`src/design/uss_pkg.sv`:
```
// ----------------------------------------------------------------------------
// uss_pkg
// shared types, codes and constants of the unipolar stepper sequencer
// ----------------------------------------------------------------------------
`default_nettype none

package uss_pkg;

  localparam int TICKS_PER_MS = 1000;
  localparam int SETTLE_TICKS = 100;

  localparam int DIVISOR    = 360;
  localparam int SPEED_MAX  = 100;
  localparam int DELAY_STEP = 100;
  localparam int DELAY_BASE = 1000;
  localparam int PROD_W     = 48;

  // 360 = 8 * 45, the odd part is divided by reciprocal multiplication
  localparam int          DIV_ODD   = 45;
  // ceil(2^31 / 45), exact for dividends below 2^25
  localparam logic [25:0] DIV_RECIP = 26'd47721859;

  localparam logic [2:0] OP_TICK   = 3'd0;
  localparam logic [2:0] OP_TURN   = 3'd1;
  localparam logic [2:0] OP_ROTATE = 3'd2;
  localparam logic [2:0] OP_MOVE   = 3'd3;
  localparam logic [2:0] OP_GO     = 3'd4;

  localparam logic [1:0] CFG_DIRECTION = 2'd0;
  localparam logic [1:0] CFG_HOLD      = 2'd1;
  localparam logic [1:0] CFG_SPR       = 2'd2;

  typedef struct packed {
    logic [7:0]  speed;
    logic [31:0] param;
    logic [2:0]  opcode;
  } item_t;

  typedef struct packed {
    logic       busy_res;
    logic [2:0] phase;
    logic [3:0] coils;
  } res_t;

  typedef struct packed {
    logic        direction_forward;
    logic        hold_torque;
    logic [15:0] steps_per_rev;
  } cfg_t;

  typedef struct packed {
    logic              start;
    logic              cancel;
    logic [PROD_W-1:0] dividend;
  } div_req_t;

  typedef struct packed {
    logic        done;
    logic [31:0] steps;
  } div_rsp_t;

  function automatic logic [3:0] half_step(input logic [2:0] idx);
    logic [3:0] c;
    unique case (idx)
      3'd0: c = 4'h8;
      3'd1: c = 4'hC;
      3'd2: c = 4'h4;
      3'd3: c = 4'h6;
      3'd4: c = 4'h2;
      3'd5: c = 4'h3;
      3'd6: c = 4'h1;
      default: c = 4'h9;
    endcase
    return c;
  endfunction

endpackage

`default_nettype wire

```
`src/design/uss_engine.sv`:
```
// ----------------------------------------------------------------------------
// uss_engine
// run state of the sequencer and the next-state logic for one item
// ----------------------------------------------------------------------------
`default_nettype none

module uss_engine (
  input  wire logic              clk,
  input  wire logic              rst,
  input  wire logic              advance,
  input  wire uss_pkg::item_t    item,
  input  wire uss_pkg::cfg_t     cfg,
  input  wire uss_pkg::div_rsp_t div_rsp,
  output uss_pkg::res_t          res,
  output uss_pkg::div_req_t      div_req
);

  localparam logic [1:0] MODE_TURN = 2'd0;
  localparam logic [1:0] MODE_MOVE = 2'd1;
  localparam logic [1:0] MODE_GO   = 2'd2;

  logic [2:0]  phase_index, phase_index_next;
  logic [3:0]  coil_latch, coil_latch_next;
  logic        running, running_next;
  logic [1:0]  run_mode, run_mode_next;
  logic [31:0] steps_left, steps_left_next;
  logic [13:0] delay_count, delay_count_next;
  logic [13:0] delay_reload, delay_reload_next;
  logic [9:0]  ms_prescale, ms_prescale_next;
  logic [31:0] elapsed_ms, elapsed_ms_next;
  logic [31:0] duration_ms, duration_ms_next;
  logic [6:0]  settle_count, settle_count_next;

  logic                       chk;
  logic                       go_on;
  logic                       start;
  logic                       start_rot;
  logic [10:0]                pre_inc;
  logic [6:0]                 slack;
  logic [13:0]                reload;
  logic [uss_pkg::PROD_W-1:0] prod;

  always_comb begin
    phase_index_next  = phase_index;
    coil_latch_next   = coil_latch;
    running_next      = running;
    run_mode_next     = run_mode;
    steps_left_next   = steps_left;
    delay_count_next  = delay_count;
    delay_reload_next = delay_reload;
    ms_prescale_next  = ms_prescale;
    elapsed_ms_next   = elapsed_ms;
    duration_ms_next  = duration_ms;
    settle_count_next = settle_count;

    chk       = 1'b0;
    go_on     = 1'b0;
    start     = 1'b0;
    start_rot = 1'b0;
    pre_inc   = {1'b0, ms_prescale} + 11'd1;
    slack     = 7'(8'(uss_pkg::SPEED_MAX) - item.speed);
    reload    = 14'(slack) * 14'(uss_pkg::DELAY_STEP) + 14'(uss_pkg::DELAY_BASE);
    prod      = uss_pkg::PROD_W'(cfg.steps_per_rev) * uss_pkg::PROD_W'(item.param);

    unique case (item.opcode)
      uss_pkg::OP_TICK: begin
        if (running) begin
          if (run_mode == MODE_MOVE) begin
            if (pre_inc >= 11'(uss_pkg::TICKS_PER_MS)) begin
              ms_prescale_next = '0;
              if (elapsed_ms != '1) elapsed_ms_next = elapsed_ms + 32'd1;
            end else begin
              ms_prescale_next = pre_inc[9:0];
            end
          end
          if (delay_count != '0) delay_count_next = delay_count - 14'd1;
          if (delay_count_next == '0) begin
            chk = 1'b1;
            priority case (run_mode)
              MODE_TURN: go_on = steps_left != '0;
              MODE_MOVE: go_on = elapsed_ms_next < duration_ms;
              default:   go_on = 1'b1;
            endcase
          end
        end else if (settle_count != '0) begin
          settle_count_next = settle_count - 7'd1;
          if (settle_count_next == '0) coil_latch_next = '0;
        end
      end
      uss_pkg::OP_TURN, uss_pkg::OP_ROTATE, uss_pkg::OP_MOVE, uss_pkg::OP_GO: begin
        if (!running && item.speed <= 8'(uss_pkg::SPEED_MAX)) begin
          if (item.speed == '0) begin
            chk   = 1'b1;
            go_on = 1'b0;
          end else begin
            start             = 1'b1;
            chk               = 1'b1;
            running_next      = 1'b1;
            elapsed_ms_next   = '0;
            ms_prescale_next  = '0;
            settle_count_next = '0;
            delay_reload_next = reload;
            unique case (item.opcode)
              uss_pkg::OP_TURN: begin
                run_mode_next    = MODE_TURN;
                steps_left_next  = item.param;
                duration_ms_next = item.param;
                go_on            = item.param != '0;
              end
              uss_pkg::OP_ROTATE: begin
                start_rot        = 1'b1;
                run_mode_next    = MODE_TURN;
                steps_left_next  = '0;
                duration_ms_next = '0;
                go_on            = prod >= uss_pkg::PROD_W'(uss_pkg::DIVISOR);
              end
              uss_pkg::OP_MOVE: begin
                run_mode_next    = MODE_MOVE;
                steps_left_next  = item.param;
                duration_ms_next = item.param;
                go_on            = item.param != '0;
              end
              default: begin
                run_mode_next    = MODE_GO;
                steps_left_next  = '0;
                duration_ms_next = '0;
                go_on            = 1'b1;
              end
            endcase
          end
        end
      end
      default: begin
        chk   = 1'b1;
        go_on = 1'b0;
      end
    endcase

    if (chk) begin
      if (go_on) begin
        phase_index_next = cfg.direction_forward ? phase_index + 3'd1 : phase_index - 3'd1;
        coil_latch_next  = uss_pkg::half_step(phase_index_next);
        if (run_mode_next == MODE_TURN) steps_left_next = steps_left_next - 32'd1;
        delay_count_next = delay_reload_next;
      end else begin
        running_next     = 1'b0;
        delay_count_next = '0;
        if (!cfg.hold_torque) begin
          if (uss_pkg::SETTLE_TICKS == 0) begin
            coil_latch_next   = '0;
            settle_count_next = '0;
          end else begin
            settle_count_next = 7'(uss_pkg::SETTLE_TICKS);
          end
        end
      end
    end
  end

  always_ff @(posedge clk) begin
    if (rst) begin
      phase_index  <= '0;
      coil_latch   <= '0;
      running      <= 1'b0;
      run_mode     <= MODE_TURN;
      steps_left   <= '0;
      delay_count  <= '0;
      delay_reload <= '0;
      ms_prescale  <= '0;
      elapsed_ms   <= '0;
      duration_ms  <= '0;
      settle_count <= '0;
    end else begin
      if (advance) begin
        phase_index  <= phase_index_next;
        coil_latch   <= coil_latch_next;
        running      <= running_next;
        run_mode     <= run_mode_next;
        delay_count  <= delay_count_next;
        delay_reload <= delay_reload_next;
        ms_prescale  <= ms_prescale_next;
        elapsed_ms   <= elapsed_ms_next;
        duration_ms  <= duration_ms_next;
        settle_count <= settle_count_next;
      end
      if (div_rsp.done && !(advance && start)) begin
        steps_left <= div_rsp.steps;
      end else if (advance) begin
        steps_left <= steps_left_next;
      end
    end
  end

  assign res.coils    = coil_latch_next;
  assign res.phase    = phase_index_next;
  assign res.busy_res = running_next;

  assign div_req.start    = advance && start_rot;
  assign div_req.cancel   = advance && start;
  assign div_req.dividend = prod;

endmodule

`default_nettype wire

```
`config.mk`:
```
export PLATFORM = sky130hd
export DESIGN_NAME = uss_engine
export DESIGN_NICKNAME = d
export VERILOG_FILES = /design/src/design/uss_pkg.sv /design/src/design/uss_engine.sv
export SDC_FILE = /design/constraint.sdc
export NUM_CORES = 2
export LEC_CHECK = 0
export ABC_CLOCK_PERIOD_IN_PS = 20200
export BUFFER_PORTS_ARGS = -buffer_cell sky130_fd_sc_hd__buf_2
export CAP_MARGIN = 20
export CORE_MARGIN = 1
export CORE_UTILIZATION = 34
export DETAILED_ROUTE_END_ITERATION = 8
export HOLD_SLACK_MARGIN = 0.15
export PLACE_DENSITY_LB_ADDON = 0.15
export REMOVE_ABC_BUFFERS = 1
export SLEW_MARGIN = 20
export SYNTH_ARGS = -nofsm -noshare
export SYNTH_HDL_FRONTEND = slang
export SYNTH_SLANG_ARGS = --single-unit
```
`constraint.sdc`:
```
create_clock -name clk -period 20.2 [get_ports clk]
set_input_delay 1.01 -clock clk [delete_from_list [all_inputs] [get_ports clk]]
set_output_delay 1.01 -clock clk [all_outputs]
set_load 0.05 [all_outputs]
```
# Word level (Yosys, flattened, before mapping)
# Index checks and enable logic that the tools add are counted.
[classes]
mul = 2
n_bitwise = 1
reduce_logical = 28
n_eq_ne = 16
n_lt_le_gt_ge = 4
n_addsub = 9
mux = 79
[op_table]
columns = ["cell", "count"]
rows = [
  ["$mux W32", 17],
  ["$mux W14", 10],
  ["$pmux W32 S2", 1],
  ["$reduce_bool A32 Y1", 2],
  ["$mux W10", 5],
  ["$mux W7", 7],
  ["$ge A48 B9 Y1 const B", 1],
  ["$mul A16 B32 Y48", 1],
  ["$add A32 B1 Y32 const B", 1],
  ["$lt A32 B32 Y1", 1],
  ["$ne A32 B32 Y1 const B", 1],
  ["$sub A32 B1 Y32 const B", 1],
  ["$pmux W4 S7", 1],
  ["$mux W4", 6],
  ["$pmux W10 S2", 1],
  ["$mux W1", 19],
  ["$add A14 B10 Y14 const B", 1],
  ["$logic_not A14 Y1", 1],
  ["$pmux W7 S2", 1],
  ["$reduce_bool A14 Y1", 1],
  ["$sub A14 B1 Y14 const B", 1],
  ["$eq A3 B2 Y1 const B", 4],
  ["$eq A3 B3 Y1 const B", 4],
  ["$mul A7 B5 Y12 const B", 1],
  ["other kinds (29)", 50],
]
[totals]
out_inout_bits = 58
inputBits = 97
regBits = 151

# Logic depth before layout (Yosys ltp)
[depth]
word_depth = 15
mapped_depth = 30
depth_no_buf = 26

# Worst setup path before layout
# Ideal clock, no wire load.
[synth_timing]
path_kind = "input -> output"
startpoint = "input item[31] (netlist name)"
endpoint = "output res[0] (netlist name)"
arrival_time_ps = 9518
setup_slack_ps = 9672
stages = 28
t_required_ps = 19190
cell_sequence = "clkbuf_1 -> clkbuf_1 -> nand2_1 -> fa_1 -> inv_1 -> fa_1 -> inv_1 -> fa_1 -> inv_1 -> fa_1 -> fa_1 -> inv_1 -> fa_1 -> inv_1 -> ha_1 -> clkbuf_1 -> a21oi_1 -> o21ai_0 -> a221oi_1 -> o21ai_0 -> or2_2 -> a311oi_1 -> a211oi_1 -> nor4b_2 -> nand4_4 -> and2_4 -> buf_6 -> mux2i_1"
[synth_lines]
columns = ["item", "line", "source"]
rows = [
  ["start, declared", "uss_engine.sv:11", "input wire uss_pkg::item_t item,"],
  ["end, declared", "uss_engine.sv:14", "output uss_pkg::res_t res,"],
]

==> impl_metrics.py <==
metrics = {
    "status": {
        "status": "complete, but fails checks",
        "violations": "design-rule violations",
    },
    "route": {
        "viasPerCell": 5.27,
        "drtIter0Drc": 1772,
        "antenna_left": 0,
        "drc": 2,
        "first_pass_iters": 7,
        "wl_um": 93500,
        "vias": 24700,
        "wl_per_cell_um": 19.9,
    },
    "global_routing": {
        "grtUsageTotal_pct": 22.2,
        "grt_pass1_wl_um": 148000,
        "antenna_found_initial": 4,
        "grt_pass1_vias": 24700,
        "grt_max_degree": 72,
        "grt-ovfl-total": 0,
    },
    "worst_setup_path": {
        "end_kind": "output pin",
        "rr_worst_depth": 23,
        "crit_required_ns": 19.19,
        "worstSetupPathType": "primary input to output pin",
        "arrival_ns": 9.76,
        "crit_path_max_fanout": 32,
        "startpoint_type": "primary input",
    },
    "floorplanning": {
        "die_width_um": 292,
        "start_util_pct": 34.3,
        "fp-row-count": 106,
        "ioPinCount": 155,
        "fp.dieArea_mm2": 0.0854,
        "die_h_um": 292,
        "coreArea_mm2": 0.0836,
    },
    "synthesis": {
        "yosysMostFrequentCell": "inv_1",
        "yosysTopAreaCellShare_pct": 29.4,
        "synth.top_cells.by_count": "553 x inv_1, 522 x nand2_1, 421 x fa_1",
        "syn-cell-area_mm2": 0.0286,
        "syn_inst": 3637,
        "synth_area_leader_cell": "fa_1",
        "ys_types": 105,
        "async_reset_ff_share_pct": 0,
        "ys_top_cells_by_area": "fa_1 29%, dfxtp_1 11%, ha_1 8.3%",
        "ys_ff_latch": 151,
        "yosys_warnings": 0,
        "syn_area_per_cell_um2": 7.87,
        "synth_edf_count": 0,
        "synth-seq-area-share_pct": 10.6,
        "synthFlopType": "dfxtp_1",
    },
    "flow_run": {
        "cap_violations": 0,
    },
    "sta": {
        "min_period_ns": 10.77,
        "hold_viol": 0,
        "slew_headroom_pct": 36.6,
        "tns_ns": 0,
        "rsz0062_at_grt": "false",
        "max_freq_mhz": 92.9,
        "slew_viol_final": 0,
        "worstMarginPinSlew_ns": 0.951,
        "skew_ns": 0.0209,
        "finalSetupViolations": 0,
        "period_share_pct": 53.3,
    },
    "clock_tree": {
        "clock_latency_ns": 0.46,
        "clkTransAtPathRegs_ns": 0.07,
        "cts_made_buffers": 17,
        "cts_tree": "done",
        "cts_setup_buffers": 0,
        "h-tree-depth": 4,
        "cts-root-buf": "clkbuf_16",
        "post_cts_resized": 0,
        "cts_hold_buffers": 0,
        "clock-sinks": 151,
        "cts_buffer_depth": 2,
    },
    "layout": {
        "nets": 4305,
        "fin_util_pct": 36.6,
        "area_delta_synth_final_pct": 6.72,
        "n_fill_cell": 8914,
        "final_layout_size_suffix_gt1_share_pct": 7.28,
    },
    "worst_hold_path": {
        "hold_path.class": "flop to flop",
        "whs_path_depth": 2,
    },
    "placement": {
        "gp_congestion": 0.886,
        "numPortBuffers": 154,
        "dpl.hpwl_um": 69500,
    },
}
==> stage by stage <==
stage | setup WS [ns] | hold slack [ns] | area [um2] | instances
2_1_floorplan | 10.20 | 0.430 | 27700 | 3409
3_3_place_gp | 9.46 | 0.442 | 30000 | 4659
3_5_place_dp | 9.34 | 0.447 | 30000 | 4659
4_1_cts | 9.38 | 0.456 | 30500 | 4691
5_1_grt | 8.83 | 0.486 | 30500 | 4691
6_report | 9.43 | 0.456 | 30600 | 4695
==> placed cells by master, fill, tap and decap left out, types with 49 or more instances in the layout <==
cell and count:
nor2_1 213, and2_1 211, xnor2_1 77, inv_1 553, fa_1 421, buf_2 153
dfxtp_1 151, and3_1 49, o21ai_0 109, nand2_1 521, nor3_1 63, a21oi_1 204
ha_1 189, nand3_1 95
==> sequential cells by signal, indices dropped and copies added, names as in the netlist <==
signal / count
duration_ms: 32
delay_reload: 14
run_mode: 2
ms_prescale: 10
running: 1
coil_latch: 4
settle_count: 7
elapsed_ms: 32
phase_index: 3
delay_count: 14
steps_left: 32
==> per-layer routing <==
layer / share of wire (%) / GRT usage [%] / wire [um] / vias up
li1: - / - / - / 11700
met1: 48 / 32.6 / 44800 / 12400
met2: 46 / 35.2 / 42900 / 559
met3: 4.7 / 2.45 / 4380 / 74
met4: 1.6 / 4.25 / 1480 / 4
met5: 0.029 / 0 / 27 / -
==> critical path, cell delays in order <==
cell and delay, ns:
buf_2 0.69, nand2_1 0.19, fa_1 0.58, fa_1 0.43, fa_1 0.51, inv_1 0.06, fa_1 0.46, fa_1 0.55
inv_1 0.06, fa_1 0.53, inv_1 0.04, ha_1 0.46, a211oi_1 0.35, nor2_1 0.12, o21ai_0 0.43, o21ai_0 0.28
nor2_1 0.30, o22ai_1 0.14, a311o_1 0.39, nor4b_2 0.41, nand4_4 0.48, nand2_2 0.57, mux2i_1 0.32, buf_2 0.31
==> cell type report <==
cell class              count  area (um2)  area share [%]
clock inverters            15         159           0.520
diodes                      4        10.0          0.0328
multi-input cells        2703       22600            74.0
repair buffers            170         893            2.92
well taps                1080        1350            4.42
inverters                 555        2080            6.82
flip-flops and latches    151        3020            9.89
clock buffers              17         425            1.39
==> final timing paths <==
path                                startpoint                      endpoint  slack (ns)
setup / recovery                        cfg[3]                        res[2]        9.43
hold / removal    duration_ms[26]$_SDFFE_PP0P_  duration_ms[26]$_SDFFE_PP0P_        0.46
setup reg to reg   ms_prescale[0]$_SDFFE_PP0P_  settle_count[5]$_SDFFE_PP0P_       12.01
hold reg to reg   duration_ms[26]$_SDFFE_PP0P_  duration_ms[26]$_SDFFE_PP0P_        0.46
==> logic make-up after synthesis <==
group	share of synthesized area, %
and+or+nand+nor	23.7
buffers and inverters	10.5
adders and majority gates	37.7
AOI/OAI and AO/OA	13.4
DFF	10.6
xor gates and xnor gates	3.24
muxes	0.939
Power is left out: the tool's default activity adds up to more than one toggle a clock period on the data nets, which glitch-free logic cannot reach.
