==> config.mk <==
export PLATFORM = sky130hd
export DESIGN_NAME = uss_div
export DESIGN_NICKNAME = d
export VERILOG_FILES = /design/src/design/uss_pkg.sv /design/src/design/uss_div.sv
export SDC_FILE = /design/constraint.sdc
export NUM_CORES = 1
export LEC_CHECK = 0
export ABC_AREA = 0
export BUFFER_PORTS_ARGS = -buffer_cell sky130_fd_sc_hd__buf_2
export CORE_UTILIZATION = 50
export DETAILED_ROUTE_END_ITERATION = 16
export GPL_ROUTABILITY_DRIVEN = 0
export PLACE_DENSITY = 0.67
export SETUP_SLACK_MARGIN = 0.02
export SYNTH_ARGS = -nofsm -noshare
export SYNTH_HDL_FRONTEND = slang
export SYNTH_SLANG_ARGS = --single-unit
==> constraint.sdc <==
create_clock -name clk -period 11 [get_ports clk]
set_input_delay 2.75 -clock clk [delete_from_list [all_inputs] [get_ports clk]]
set_output_delay 2.75 -clock clk [all_outputs]
set_load 0.1 [all_outputs]
==> src/design/uss_pkg.sv <==
// ----------------------------------------------------------------------------
// uss_pkg
// shared types, codes and constants of the unipolar stepper sequencer
// ----------------------------------------------------------------------------
`default_nettype none

package uss_pkg;

  localparam int TICKS_PER_MS = 1000;
  localparam int SETTLE_TICKS = 100;

  localparam int DIVISOR    = 360;
  localparam int SPEED_MAX  = 100;
  localparam int DELAY_STEP = 100;
  localparam int DELAY_BASE = 1000;
  localparam int PROD_W     = 48;

  // 360 = 8 * 45, the odd part is divided by reciprocal multiplication
  localparam int          DIV_ODD   = 45;
  // ceil(2^31 / 45), exact for dividends below 2^25
  localparam logic [25:0] DIV_RECIP = 26'd47721859;

  localparam logic [2:0] OP_TICK   = 3'd0;
  localparam logic [2:0] OP_TURN   = 3'd1;
  localparam logic [2:0] OP_ROTATE = 3'd2;
  localparam logic [2:0] OP_MOVE   = 3'd3;
  localparam logic [2:0] OP_GO     = 3'd4;

  localparam logic [1:0] CFG_DIRECTION = 2'd0;
  localparam logic [1:0] CFG_HOLD      = 2'd1;
  localparam logic [1:0] CFG_SPR       = 2'd2;

  typedef struct packed {
    logic [7:0]  speed;
    logic [31:0] param;
    logic [2:0]  opcode;
  } item_t;

  typedef struct packed {
    logic       busy_res;
    logic [2:0] phase;
    logic [3:0] coils;
  } res_t;

  typedef struct packed {
    logic        direction_forward;
    logic        hold_torque;
    logic [15:0] steps_per_rev;
  } cfg_t;

  typedef struct packed {
    logic              start;
    logic              cancel;
    logic [PROD_W-1:0] dividend;
  } div_req_t;

  typedef struct packed {
    logic        done;
    logic [31:0] steps;
  } div_rsp_t;

  function automatic logic [3:0] half_step(input logic [2:0] idx);
    logic [3:0] c;
    unique case (idx)
      3'd0: c = 4'h8;
      3'd1: c = 4'hC;
      3'd2: c = 4'h4;
      3'd3: c = 4'h6;
      3'd4: c = 4'h2;
      3'd5: c = 4'h3;
      3'd6: c = 4'h1;
      default: c = 4'h9;
    endcase
    return c;
  endfunction

endpackage

`default_nettype wire

==> src/design/uss_div.sv <==
// ----------------------------------------------------------------------------
// uss_div
// divide by the degrees of a turn in four short stages by reciprocal
// multiplication, saturated to 32 bits and returned less the first step
// already taken
// ----------------------------------------------------------------------------
`default_nettype none

module uss_div (
  input  wire logic              clk,
  input  wire logic              rst,
  input  wire uss_pkg::div_req_t req,
  output uss_pkg::div_rsp_t      rsp
);

  // low three bits drop out, the rest is split into a high and a low half
  logic [44:0] x;
  logic [3:0]  vld;
  logic        done;

  logic        sat1, sat2, sat3, sat4;
  logic [18:0] hi1, hi2;
  logic [18:0] lo1, lo2;
  logic [13:0] qhi2;
  logic [12:0] qhi3, qhi4;
  logic [24:0] n3;
  logic [18:0] qlo4;
  logic [31:0] steps;

  logic [44:0] mul_hi;
  logic [19:0] mul_r;
  logic [19:0] rem;
  logic [50:0] mul_lo;

  always_comb begin
    x      = req.dividend[uss_pkg::PROD_W-1:3];
    mul_hi = 45'(hi1) * 45'(uss_pkg::DIV_RECIP);
    mul_r  = 20'(qhi2) * 20'(uss_pkg::DIV_ODD);
    rem    = 20'(hi2) - mul_r;
    mul_lo = 51'(n3) * 51'(uss_pkg::DIV_RECIP);
  end

  always_ff @(posedge clk) begin
    if (rst) begin
      vld  <= '0;
      done <= 1'b0;
    end else if (req.start) begin
      vld  <= 4'b0001;
      done <= 1'b0;
    end else if (req.cancel) begin
      vld  <= '0;
      done <= 1'b0;
    end else begin
      vld  <= {vld[2:0], 1'b0};
      done <= vld[3];
    end
  end

  always_ff @(posedge clk) begin
    if (req.start) begin
      sat1 <= x[44:32] >= 13'(uss_pkg::DIV_ODD);
      hi1  <= x[37:19];
      lo1  <= x[18:0];
    end
    sat2  <= sat1;
    hi2   <= hi1;
    lo2   <= lo1;
    qhi2  <= mul_hi[44:31];
    sat3  <= sat2;
    qhi3  <= qhi2[12:0];
    n3    <= {rem[5:0], lo2};
    sat4  <= sat3;
    qhi4  <= qhi3;
    qlo4  <= mul_lo[49:31];
    steps <= (sat4 ? 32'hFFFF_FFFF : {qhi4, qlo4}) - 32'd1;
  end

  assign rsp.done  = done;
  assign rsp.steps = steps;

endmodule

`default_nettype wire

### Yosys cells after proc, flatten, opt, wreduce, memory -nomap -nowiden

Index checks and enable logic that the tools add are counted.

* bits in registers: 188
* bits of input ports: 52
* output and inout bits: 33
* logic and storage cells: 26

* add/sub/neg operators: 2
* $mul: 3
* magnitude comparators: 1
* muxes and demuxes: 2
* reductions and logical operators: 1

Operators by type and width (count)
* 25-bit by 26-bit multiplier with 50-bit output, second input constant: 1
* 19-bit by 26-bit multiplier with 45-bit output, second input constant: 1
* 32-bit 2-to-1 mux: 1
* 32-bit by 1-bit subtractor with 32-bit output, second input constant: 1
* 14-bit by 6-bit multiplier with 6-bit output, second input constant: 1
* 13-bit by 6-bit greater-or-equal comparator with 1-bit output, second input constant: 1
* 6-bit subtractor: 1
* 3-bit OR reduction: 1
* 1-bit 2-to-1 mux: 1

### Longest topological paths before layout

Gate-level depths: netlist of the first run.

* word-level depth: 2
* depth in mapped cells: 25
* mapped depth without buffers: 25

### Worst setup path after synthesis of the first run

No wires, ideal clock.

* kind: flip-flop to flip-flop
* start point: reg n3[7]
* end point: reg qlo4[18]
* library setup time: 137 ps
* data arrival time: 5647 ps
* required time: 10863 ps
* slack: 5216 ps
* stages on the path, launching flop included: 22
* path buffers: 0
* period minus slack after synthesis: 5784 ps
* cell sequence: dfxtp_1 > ha_1 > fa_1 > inv_1 > fa_1 > inv_1 > fa_1 > fa_1 > fa_1 > inv_1 > fa_1 > inv_1 > ha_1 > nand4_1 > nor4_1 > o311ai_0 > nand4_1 > nand3_1 > a21boi_0 > o2111ai_1 > nor2_1 > a211oi_1

* longest elaborated chain between the ends: 1

Ends and longest elaborated chain
* from (decl): RTL line uss_div.sv:26 `logic [24:0] n3;`
* from (signal assigned): RTL line uss_div.sv:71 `n3 <= {rem[5:0], lo2};`
* 25-bit by 26-bit multiplier with 50-bit output: RTL line uss_div.sv:40 `mul_lo = 51'(n3) * 51'(uss_pkg::DIV_RECIP);`
* via mul_lo[49]: RTL line uss_div.sv:33 `logic [50:0] mul_lo;`
* to (signal assigned): RTL line uss_div.sv:74 `qlo4 <= mul_lo[49:31];`
* to (decl): RTL line uss_div.sv:27 `logic [18:0] qlo4;`

The timed path passes the listed nets, and every way through them passes these cells.
A chain may end at the register's enable or synchronous reset.

### Worst setup path in the final report of the first run

* start point: reg n3[7]
* end point: reg qlo4[17]

The elaborated chain is that of the path after synthesis.

==> results.json, run 1 <==
{
  "status": "finished, final reports clean",
  "grt.busiest_layer": "met2",
  "hold_buffers": 0,
  "skew_ns": 0.009616,
  "critPathKind": "register to register",
  "worstHoldStart": "qhi3[1]",
  "num_antenna_cells": 0,
  "syn_inst": 1861,
  "worstRegToRegCells": 21,
  "multi_input_area_sq_mm": 0.01350,
  "gr-total-overflow": 0,
  "rsz0062_at_grt": "false",
  "holdPathEnd": "qhi4[1]",
  "die_y_um": 200.6,
  "synth_area_leaders": "fa_1, ha_1, dfxtp_1",
  "synth_cell_type_count": 58,
  "r2r_start": "n3[7]",
  "cts_tree": "yes",
  "place_ws_ns": 4.051,
  "grt_pass1_vias": 13240,
  "endpoint_kind": "register",
  "syn_area_sq_mm": 0.01972,
  "synthArstFlopShare_pct": 0,
  "grt.total_usage_pct": 21.34,
  "tightest_slew_ns": 1.017,
  "rrSetupSlack_ns": 4.03,
  "cp.arrival_ns": 7.35,
  "cts_setup_buffers": 0,
  "port_buffers": 81,
  "path_clk_slew_ns": 0.08,
  "final_net_count": 2695,
  "cp.required_ns": 11.38,
  "htree_levels": 4,
  "ys_ff_latch": 187,
  "pin_count": 85,
  "antenna_found_initial": 0,
  "rr_endpoint": "qlo4[17]",
  "min_period_ns": 6.968,
  "fill_cells": 3426,
  "grt_use_met3_pct": 3.182,
  "die_w_um": 200.6,
  "worstHoldPathType": "register to register",
  "fin_crit_sh_pct": 63.34,
  "synth_area_leader_cell": "fa_1",
  "relSlewSlack_pct": 32.18,
  "dr.pass1.iters": 4,
  "synth_edf_count": 39,
  "core_area_sq_mm": 0.03874,
  "ctsLongestPathBuffers": 2,
  "use_met2_pct": 38.47,
  "hold_viol": 0,
  "detail-route-antenna-nets": 0,
  "start_util_pct": 50.90,
  "fin_ws_ns": 4.032,
  "cts_made_buffers": 17,
  "route.detailed.drc": 0,
  "dp_hpwl_mm": 35.92,
  "clock_latency_ns": 0.46,
  "critPathMaxFanout": 4,
  "cp-start-kind": "register",
  "maxCapViolCount": 0,
  "rows": 72,
  "syn_to_final_growth_pct": 8.433,
  "clock_sinks": 187,
  "grt_max_degree": 42,
  "synth_nets": 2602,
  "setup_viol": 0,
  "yosysTopAreaCellShare_pct": 29.24,
  "drt-initial-drc-count": 455,
  "hold-worst-slack_ns": 0.3199,
  "hold_depth": 0,
  "vias_per_cell": 4.957,
  "yosys_warnings": 0,
  "fmax_ghz": 0.1435,
  "root_buffer": "clkbuf_16",
  "seqCellArea_sq_mm": 0.004134,
  "post_drt_wl_per_cell_um": 16.11,
  "wirelength_mm": 40.03,
  "grt_pass1_wl_mm": 66.32,
  "drive_above_1_share_pct": 6.304,
  "seq_area_frac_synth_pct": 20.97,
  "setup_tns_ns": 0,
  "avgSynthCellArea_sq_um": 10.60,
  "synth_ff_type": "dfxtp_1",
  "grt_util_met1_pct": 26.00,
  "drv_slew": 0,
  "vias": 12320,
  "dieArea_sq_mm": 0.04023,
  "cts-resized-gates": 0
}
[layer usage]
layer	vias to the layer above	wire [um]
met4	0	986
met2	205	20430
met5	-	0
met1	6025	17310
li1	6037	-
met3	51	1304
[registers in the layout (all words and copies together), names as in the netlist]
signal / flops
vld: 4
n3: 25
hi2: 6
sat3: 1
sat2: 1
lo1: 19
lo2: 19
hi1: 19
done: 1
qlo4: 19
qhi2: 13
qhi3: 13
sat1: 1
sat4: 1
steps: 32
qhi4: 13
[cells by family (layout without fill, tap and decap cells)]
group	count (synthesis)	in the layout	synth area share (%)
compound gates	162	162	5.229
xor+xnor	69	69	3.065
fa+ha+maj	689	689	54.69
buf+inv	553	659	10.55
flops	187	187	20.97
simple gates	201	201	5.508
[cell type report]
cell class              instances  share of cell area [%]
clock buffers                  17                   1.990
clock inverters                15                  0.9831
inverters                     545                   9.568
multi-input cells            1121                   63.16
flip-flops and latches        187                   19.34
well taps                     518                   3.031
repair buffers                 82                   1.931
[worst max-delay path: stages (launching register included)]
cell	delay, ns
dfxtp_1	0.51
ha_1	0.32
fa_1	0.57
inv_1	0.07
fa_1	0.48
inv_1	0.05
fa_1	0.52
fa_1	0.45
fa_1	0.55
inv_1	0.05
fa_1	0.55
inv_1	0.06
ha_1	0.31
nand4_1	0.16
nor4_1	0.35
o311ai_0	0.39
nand4_1	0.29
nand3_1	0.17
a21boi_0	0.48
o2111ai_1	0.26
nand2_1	0.13
xor2_1	0.16
[stage by stage]
step                      utilization, %  std cells  area, sq um
after floorplan                        -       1861        19720
after global placement             53.55       2453        20740
after detailed placement           53.55       2453        20740
after CTS                          55.19       2485        21380
after global routing               55.19       2485        21380
final                              55.19       2485        21380
[cells in the mapped netlist (2+ instances only)]
library cell / count
o21ai_0: 32
a21boi_0: 2
o211ai_1: 5
nand2b_1: 17
a21oi_1: 50
dfxtp_1: 148
nand3b_1: 2
nor2b_1: 7
inv_1: 545
or3b_2: 2
ha_1: 401
nor4_1: 7
xor2_1: 24
o21a_1: 5
or4_1: 3
and4_1: 5
edfxtp_1: 39
fa_1: 288
nand4_1: 11
nand2_1: 38
a221oi_1: 2
o311ai_0: 2
or3_1: 8
a31oi_1: 6
a21o_1: 27
nand3_1: 16
and3_1: 7
clkbuf_1: 7
xnor2_1: 45
nor3_1: 21
a211oi_1: 10
o2111ai_1: 3
o21bai_1: 6
nor2_1: 42
and2_1: 5
[cell usage in the layout (no fill, tap or decap), types with 3 or more instances in the layout]
cell type    n
inv_8        3
a31oi_1      6
and2_1       5
a21oi_1     50
nor2b_1      7
and3_1       7
xor2_1      24
nand2b_1    17
nor4_1       7
nor2_1      42
nand2_1     38
or4_1        3
a21o_1      27
dfxtp_1    148
nand4_1     11
buf_2       81
o2111ai_1    3
xnor2_1     45
o211ai_1     5
o21a_1       5
nor3_1      21
fa_1       288
edfxtp_1    39
inv_1      545
clkbuf_16   17
and4_1       5
or3_1        8
o21ai_0     32
o21bai_1     6
a211oi_1    10
clkinv_8     3
nand3_1     16
ha_1       401
inv_12       4
[worst max path at each step]
| stage | end | cells after the start | slack, ns | start |
|---|---|---|---|---|
| final | qlo4[17] | 21 | 4.03 | n3[7] |
| after global routing | qlo4[17] | 21 | 3.66 | n3[7] |
| after CTS | qlo4[17] | 21 | 4.04 | n3[7] |
| after detailed placement | qlo4[17] | 21 | 4.05 | n3[7] |
| after global placement | qlo4[18] | 20 | 4.14 | n3[10] |
| after floorplan | qlo4[18] | 21 | 5.22 | n3[7] |
Power of run 1 is left out: the tool's default activity adds up to more than one toggle a clock period on the data nets, which glitch-free logic cannot reach.
==> inputs of run 2 (changes only) <==
clock period = 7.2 ns   (was 11 ns; I/O delays follow)
==> results.json, run 2 (same netlist as run 1, synthesis figures left out) <==
{
  "status": "finished, final reports clean",
  "setup_tns_ns": 0,
  "drv_slew": 0,
  "critPathKind": "register to register",
  "place_ws_ns": 0.3068,
  "antenna_found_initial": 0,
  "hold_buffers": 0,
  "top_register": "steps",
  "endpoint_kind": "register",
  "root_buffer": "clkbuf_16",
  "grt.total_usage_pct": 21.40,
  "hold_depth": 0,
  "dieArea_sq_mm": 0.04023,
  "largest_reg_flops": 32,
  "rsz0062_at_grt": "false",
  "fin_cells": 2486,
  "mostFrequentLayoutCells": "inv_1, ha_1, fa_1",
  "maxUsedRoutingLayer": "met4",
  "clock_sinks": 187,
  "cp.required_ns": 7.60,
  "hold_viol": 0,
  "dr_wl_met2_mm": 20.77,
  "path_clk_slew_ns": 0.08,
  "dp_hpwl_mm": 35.98,
  "critical_path.most_common_cell": "fa_1",
  "setup_viol": 0,
  "core_area_sq_mm": 0.03874,
  "detail-route-antenna-nets": 0,
  "fin_crit_sh_pct": 92.15,
  "cts_tree": "yes",
  "drt-met1-wl_mm": 17.50,
  "fill_cells": 3357,
  "post_drt_wl_per_cell_um": 16.32,
  "critPathMaxFanout": 4,
  "die_w_um": 200.6,
  "die_y_um": 200.6,
  "fin_ws_ns": 0.5655,
  "dr.pass1.iters": 5,
  "start_util_pct": 50.90,
  "worstHoldPathType": "register to register",
  "drt-initial-drc-count": 566,
  "wirelength_mm": 40.57,
  "port_buffers": 81,
  "grt_max_degree": 42,
  "hold-worst-slack_ns": 0.3188,
  "tightest_slew_ns": 0.9989,
  "grt_pass1_vias": 13260,
  "syn_to_final_growth_pct": 8.446,
  "fmax_ghz": 0.1507,
  "relSlewSlack_pct": 33.41,
  "dp.cells": 2454,
  "maxCapViolCount": 0,
  "drive_above_1_share_pct": 6.352,
  "route.detailed.drc": 0,
  "cts_setup_buffers": 0,
  "top_regs": "steps x32, n3 x25",
  "clock_latency_ns": 0.47,
  "cp_cell_sequence": "ha_1 > fa_1 > inv_1 > fa_1 > inv_1 > fa_1 > fa_1 > fa_1 > inv_1 > fa_1 > inv_1 > ha_1 > nand4_1 > nor4_1 > o311ai_0 > nand4_1 > nand3_1 > a21boi_1 > o2111ai_1 > nand2_1 > xor2_1",
  "grt_pass1_wl_mm": 66.38,
  "ctsLongestPathBuffers": 2,
  "layout_commonest_cell": "inv_1",
  "pin_count": 85,
  "slowest_delay_ns": 0.54,
  "num_antenna_cells": 0,
  "final_net_count": 2696,
  "cp.arrival_ns": 7.04,
  "worstRegToRegCells": 21,
  "rows": 72,
  "min_period_ns": 6.635,
  "wl_met3_mm": 1.190,
  "vias": 12310,
  "cts_made_buffers": 17,
  "gr-total-overflow": 0,
  "htree_levels": 4,
  "vias_per_cell": 4.952,
  "skew_ns": 0.01178,
  "cp-start-kind": "register",
  "slowest_stage": "fa_1",
  "cts-resized-gates": 0
}
==> run 2: path summary, 6_finish.rpt <==
path	start	end	slack [ns]
min reg2reg	qhi3[1]	qhi4[1]	0.32
max	n3[7]	qlo4[17]	0.57
min	qhi3[1]	qhi4[1]	0.32
max reg2reg	n3[7]	qlo4[17]	0.57
==> run 2: worst max-delay path: cells and delay by family (launching register included) <==
kind | cells | cell delay [ns]
AND/OR/NAND/NOR | 5 | 1.08
flip-flops | 1 | 0.49
AO/OA/AOI/OAI | 3 | 0.93
XOR/XNOR | 1 | 0.14
buffers and inverters | 4 | 0.21
adder cells (fa/ha/maj) | 8 | 3.72
==> run 2: cell type report <==
cell class              instances  area [sq um]  share of cell area (%)
multi-input cells            1121         13500                   63.15
flip-flops and latches        187          4134                   19.33
inverters                     545          2046                   9.567
well taps                     518         648.1                   3.031
clock buffers                  17         425.4                   1.989
repair buffers                 83         420.4                   1.966
clock inverters                15         205.2                  0.9596
==> run 2: metal layers <==
layer | vias up | global-route usage, %
li1 | 6038 | -
met1 | 6009 | 26.35
met2 | 207 | 38.47
met3 | 56 | 2.565
met4 | 0 | 7.715
met5 | - | 0
==> run 2: through the flow <==
step | util, % | area, sq um
floorplan | - | 19720
global placement | 53.57 | 20750
detailed placement | 53.57 | 20750
CTS | 55.20 | 21380
global route | 55.20 | 21380
finish | 55.20 | 21380
Power of run 2 is left out for the same reason.
